## src/hw/rtl/fsfe_pkg.sv

```systemverilog
// Shared types, constants and fixed-point helpers for the shape function unit.
// No dependencies; every other file imports this package.
package fsfe_pkg;

  localparam int FRAC_BITS = 16;
  localparam int MAX_NODES = 10;
  localparam int IW        = 32;  // internal datapath width, Q15.16
  localparam int OW        = 22;  // result width, Q5.16
  localparam int XW        = 18;  // coordinate width, Q1.16
  localparam int NW        = 4;   // node index width

  typedef logic signed [IW-1:0]   fx_t;
  typedef logic signed [2*IW-1:0] fxw_t;
  typedef logic signed [OW-1:0]   ov_t;
  typedef logic signed [XW-1:0]   xi_t;
  typedef logic [NW-1:0]          nidx_t;

  typedef enum logic [2:0] {
    EL_L2, EL_L3, EL_L4, EL_T3, EL_T6, EL_T10, EL_TET4, EL_TET10
  } elem_t;

  localparam fx_t ONE     = fx_t'(1) <<< FRAC_BITS;
  localparam fx_t HALF    = fx_t'(1) <<< (FRAC_BITS - 1);
  localparam fx_t OUT_MAX = fx_t'(2097151);
  localparam fx_t OUT_MIN = -fx_t'(2097152);

  // One evaluated point: node count and per-node results
  typedef struct packed {
    nidx_t                 count;
    ov_t [MAX_NODES-1:0]   nv;
    ov_t [MAX_NODES-1:0]   g1;
    ov_t [MAX_NODES-1:0]   g2;
    ov_t [MAX_NODES-1:0]   g3;
  } node_set_t;

  // Divide by 2^sh, round to nearest, ties away from zero
  function automatic fx_t fround(fx_t v, int sh);
    fx_t h;
    fx_t q;
    h = fx_t'(1) <<< (sh - 1);
    q = v + h - fx_t'(v[IW-1]);
    return q >>> sh;
  endfunction

  function automatic fx_t fhalf(fx_t v);
    return fround(v, 1);
  endfunction

  // Fixed-point product, rounded back to FRAC_BITS, ties away from zero
  function automatic fx_t fmul(fx_t a, fx_t b);
    fxw_t p;
    p = a * b;
    p = p + (fxw_t'(1) <<< (FRAC_BITS - 1)) - fxw_t'(p[2*IW-1]);
    p = p >>> FRAC_BITS;
    return p[IW-1:0];
  endfunction

  function automatic ov_t fsat(fx_t v);
    fx_t c;
    c = v;
    if (v > OUT_MAX) c = OUT_MAX;
    if (v < OUT_MIN) c = OUT_MIN;
    return c[OW-1:0];
  endfunction

endpackage

```

## src/hw/rtl/fsfe_if.sv

```systemverilog


interface fsfe_res_if import fsfe_pkg::*; ();
  logic  valid;
  logic  ready;
  nidx_t node_index;
  ov_t   shape_value;
  ov_t   deriv_first;
  ov_t   deriv_second;
  ov_t   deriv_third;
  logic  last_node;
  modport source(output valid, node_index, shape_value, deriv_first, deriv_second,
                 deriv_third, last_node, input ready);
  modport sink(input valid, node_index, shape_value, deriv_first, deriv_second,
               deriv_third, last_node, output ready);
endinterface

```

## src/hw/rtl/fsfe_node_ser.sv

```systemverilog
// Node serializer: holds one evaluated point and emits one node result per cycle
// while res.ready is high. Depends on fsfe_pkg and fsfe_res_if.
module fsfe_node_ser import fsfe_pkg::*; (
  input  logic       clk,
  input  logic       rst,
  input  logic       in_valid,
  output logic       in_ready,
  input  node_set_t  in_set,
  fsfe_res_if.source res
);

  node_set_t held;
  logic      busy;
  nidx_t     node_k;
  logic      last;
  logic      take;
  logic      load;

  assign last     = (node_k == held.count - nidx_t'(1));
  assign take     = busy && res.ready;
  assign in_ready = !busy || (take && last);
  assign load     = in_valid && in_ready;

  // Drive the current node from the held set
  assign res.valid        = busy;
  assign res.node_index   = node_k;
  assign res.shape_value  = held.nv[node_k];
  assign res.deriv_first  = held.g1[node_k];
  assign res.deriv_second = held.g2[node_k];
  assign res.deriv_third  = held.g3[node_k];
  assign res.last_node    = last;

  // Advance node index, drop the set after its last node
  always_ff @(posedge clk) begin
    if (rst) begin
      busy   <= 1'b0;
      node_k <= '0;
    end else if (load) begin
      busy   <= 1'b1;
      node_k <= '0;
    end else if (take) begin
      if (last) begin
        busy <= 1'b0;
      end else begin
        node_k <= node_k + nidx_t'(1);
      end
    end
  end

  always_ff @(posedge clk) begin
    if (load) held <= in_set;
  end

  a_index_in_range: assert property (@(posedge clk) disable iff (rst)
    busy |-> (node_k < held.count))
    else $error("node index beyond node count");

  a_load_starts_at_zero: assert property (@(posedge clk) disable iff (rst)
    load |=> (busy && node_k == '0))
    else $error("new point does not start at node zero");

  a_no_early_drop: assert property (@(posedge clk) disable iff (rst)
    (take && !last) |=> (busy && node_k == $past(node_k) + nidx_t'(1)))
    else $error("point dropped before its last node");

endmodule

```

## src/flat_wrapper.sv

```systemverilog
// flat-port wrapper written by rule: the top's interface ports become plain ports
module fsfe_node_ser_flat import fsfe_pkg::*;
  (clk, rst, in_valid, in_ready, in_set, res_valid, res_node_index, res_shape_value, res_deriv_first, res_deriv_second, res_deriv_third, res_last_node, res_ready);
  fsfe_res_if res_i ();
  input  logic clk;
  input  logic rst;
  input  logic in_valid;
  output logic in_ready;
  input  node_set_t in_set;
  output wire logic [$bits(res_i.valid)-1:0] res_valid;
  output wire logic [$bits(res_i.node_index)-1:0] res_node_index;
  output wire logic [$bits(res_i.shape_value)-1:0] res_shape_value;
  output wire logic [$bits(res_i.deriv_first)-1:0] res_deriv_first;
  output wire logic [$bits(res_i.deriv_second)-1:0] res_deriv_second;
  output wire logic [$bits(res_i.deriv_third)-1:0] res_deriv_third;
  output wire logic [$bits(res_i.last_node)-1:0] res_last_node;
  input wire logic [$bits(res_i.ready)-1:0] res_ready;
  assign res_valid = res_i.valid;
  assign res_node_index = res_i.node_index;
  assign res_shape_value = res_i.shape_value;
  assign res_deriv_first = res_i.deriv_first;
  assign res_deriv_second = res_i.deriv_second;
  assign res_deriv_third = res_i.deriv_third;
  assign res_last_node = res_i.last_node;
  assign res_i.ready = res_ready;
  fsfe_node_ser u_core (.clk(clk), .rst(rst), .in_valid(in_valid), .in_ready(in_ready), .in_set(in_set), .res(res_i));
endmodule
```

## config.mk

```make
export PLATFORM = sky130hd
export DESIGN_NAME = fsfe_node_ser_flat
export DESIGN_NICKNAME = d
export VERILOG_FILES = /design/src/hw/rtl/fsfe_pkg.sv /design/src/hw/rtl/fsfe_if.sv /design/src/hw/rtl/fsfe_node_ser.sv /design/src/flat_wrapper.sv
export SDC_FILE = /design/constraint.sdc
export NUM_CORES = 1
export LEC_CHECK = 0
export BUFFER_PORTS_ARGS = -buffer_cell sky130_fd_sc_hd__buf_4
export CORE_AREA = 2 2 385 387
export CTS_CLUSTER_DIAMETER = 100
export DETAILED_ROUTE_END_ITERATION = 12
export DIE_AREA = 0 0 387 389
export HOLD_SLACK_MARGIN = 0.03
export PLACE_DENSITY = 0.52
export SYNTH_ARGS = -nofsm -noshare
export SYNTH_HDL_FRONTEND = slang
export SYNTH_SLANG_ARGS = --single-unit
export TNS_END_PERCENT = 10
```

## constraint.sdc

```tcl
create_clock -name clk -period 138.8 [get_ports clk]
set_clock_uncertainty 0.2 [all_clocks]
set_input_delay 27.76 -clock clk [delete_from_list [all_inputs] [get_ports clk]]
set_output_delay 27.76 -clock clk [all_outputs]
set_load 0.005 [all_outputs]
```

==> impl_metrics.ini <==
[outcome]
status = completed

[critical_path]
cp.required_ns = 110.84
cpMostUsedCell = buf_4
r2r_slack_ns = 131.66
rr_worst_depth = 10
cpLargestDelayFamily = buffers and inverters
worst_ep_arrival_time_ns = 28.61
regToRegEndpoint = u_core.held[345]
path_buf_inv = 3
path_max_fanout = 5
path_class = input port to primary output
end_kind = primary output
cp-start-kind = input port
cpMaxStageDelayCell = a21oi_1
cp_cell_sequence = buf_4 -> a21oi_1 -> inv_1 -> buf_4
slowest_delay_ns = 0.37
r2r-start = u_core.res.node_index[0]

[route]
drtIter0Drc = 1206
wl_per_cell_um = 24.1
drc = 0
final_antenna_net_count = 0
vias = 18600
routed_wl_mm = 109
drt-pass1-iter-count = 5
post_drt_via_cell_ratio = 4.13

[place]
dp_hpwl_mm = 78.8
place_congestion = 0.821
dpl.cell_count = 4301
port_buffers = 982
dp_slack_ns = 82.21

[final_layout]
nFillCells = 14300
final_cells = 4511
areaGrowthSynthToFinish_pct = 38.6
final_common_cell = buf_4
drive_gt1_share_pct = 52.3
multiInputGateArea_mm2 = 0.00656
most-common-layout-cells = 999 x buf_4, 884 x edfxtp_1, 177 x mux2i_1, 176 x mux4_2, 103 x clkbuf_16
final_nets = 3364
post-route-util_pct = 31.8
layout.area.seq_mm2 = 0.0267

[timing]
fin_setup_tns_ns = 0
finalHoldViolations = 0
setup_viol = 0
fin_crit_sh_pct = 40.8
min_period_ns = 56.57
maxSlewViolCount = 0
rsz0062_at_grt = false
fmax_mhz = 17.7
worst_slew_pin_slew_ns = 1.13
maxSlewHeadroom_pct = 24.6
layout_setup_ws_ns = 82.23

[logic_synthesis]
synth_top_cells_by_area = edfxtp_1 79%, mux4_2 12%, mux2i_1 5.3%
synth_area_mm2 = 0.0337
synth_top_area_share_pct = 78.8
synth-seq-cells = 889
synth_edf_count = 884
async_reset_ff_share_pct = 0
synth_top_area_cell = edfxtp_1
ys_warn_count = 0
synth_cell_types = 27
synth_ff_type = edfxtp_1
ys_seq_area_share_pct = 79.1
netlist_instances = 1444
synth.avg_cell_area_um2 = 23.3
synth_fp_nets = 2334

[clock_tree]
numClockSinks = 889
cts_hold_buf = 0
clk_pin_slew_ns = 0.06
cts_tree = yes
htree_levels = 3
clock_latency_ns = 0.67
root_buffer = clkbuf_16
clock_path_buffers = 3
cts_setup_buffers = 0
numCtsBuffers = 101
cts_resized = 0

[grt]
gr-total-overflow = 0
grt_pass1_vias = 19800
grt_pass1_wl_mm = 148
antenna_found_initial = 27
grt_usage_pct = 14.0
grt_start_max_net_pins = 175

[floorplan]
coreArea_mm2 = 0.147
start_util_pct = 23.0
die-area_mm2 = 0.151
io_pins = 983
die_w_um = 387
dieHeight_um = 389
row_count = 141

[hold_path]
whs_endpoint = u_core.res.node_index[2]
hp-start = u_core.res.valid
hp-class = flip-flop to flip-flop
holdPathStages = 4

[power_and_ir_drop]
p_leak_nw = 16.4
ir_worst_vdd_mv = 0.0109
p_per_area_mw_per_mm2 = 13.7

[run]
drv_cap = 0
==> area by class of cell <==
cell class,count,area share (%)
Inverter,4,0.0322
Clock inverter,60,1.46
Tap cell,1930,5.17
Multi-Input combinational cell,472,14.0
Sequential cell,889,57.1
Clock buffer,127,5.71
Antenna cell,23,0.123
Timing Repair Buffer,1006,16.4
==> cell families after synthesis <==
logic type	synth area share, %
flops	79.1
mux	17.0
compound gates	1.75
buf+inv	1.46
simple gates	0.319
xor+xnor	0.253
fa+ha+maj	0.0743
==> worst max-delay path by stage <==
stage                    from              to  slack [ns]  cells after the start
finish              res_ready        in_ready       82.23                      4
global route        res_ready        in_ready       82.22                      4
CTS                 res_ready        in_ready       82.21                      4
detailed placement  res_ready        in_ready       82.21                      4
global placement    res_ready        in_ready       82.19                      4
floorplan           res_ready  u_core.held[0]       69.67                      2
==> worst min-delay path: stages, from the launching register on <==
cell,delay [ns]
dfxtp_1,0.34
nand3_1,0.08
a21oi_1,0.06
xnor2_1,0.17
nor3_2,0.04
==> state kept, by name (all words and copies together), names as in the netlist <==
| name | count |
|---|---|
| u_core.held | 884 |
| u_core.res.node_index | 4 |
| u_core.res.valid | 1 |
==> per-stage QoR <==
stage | cell area, um2 | power (mW) | hold slack (ns)
floorplan | 33700 | 0.366 | 0.450
global placement | 43300 | 0.374 | 0.508
detailed placement | 43300 | 0.375 | 0.500
CTS | 46600 | 0.649 | 0.520
global route | 46700 | 0.663 | 0.585
finish | 46700 | 0.639 | 0.520
==> Yosys cell counts (2+ instances only) <==
cell / n
edfxtp_1: 884
ha_1: 2
o22ai_1: 88
xnor2_1: 6
clkbuf_1: 21
buf_6: 18
a21oi_1: 4
mux2i_1: 177
buf_4: 3
nand2_1: 3
dfxtp_1: 5
buf_2: 28
nor3_2: 5
mux4_2: 176
buf_1: 9
inv_1: 4
==> power breakdown <==
| part | switching (mW) | internal (mW) |
|---|---|---|
| clock | 0.111 | 0.159 |
| combinational | 0.0211 | 0.0281 |
| sequential | 0.00470 | 0.315 |
==> layer usage <==
metal / wire (um) / vias to the layer above / track usage, %
met2: 57500 / 725 / 24.8
met5: 32 / - / 0
met1: 39500 / 9482 / 15.4
met3: 8910 / 153 / 5.07
met4: 2890 / 6 / 4.93
li1: - / 8262 / -
Note: power is estimated with default switching activity, not from simulation.
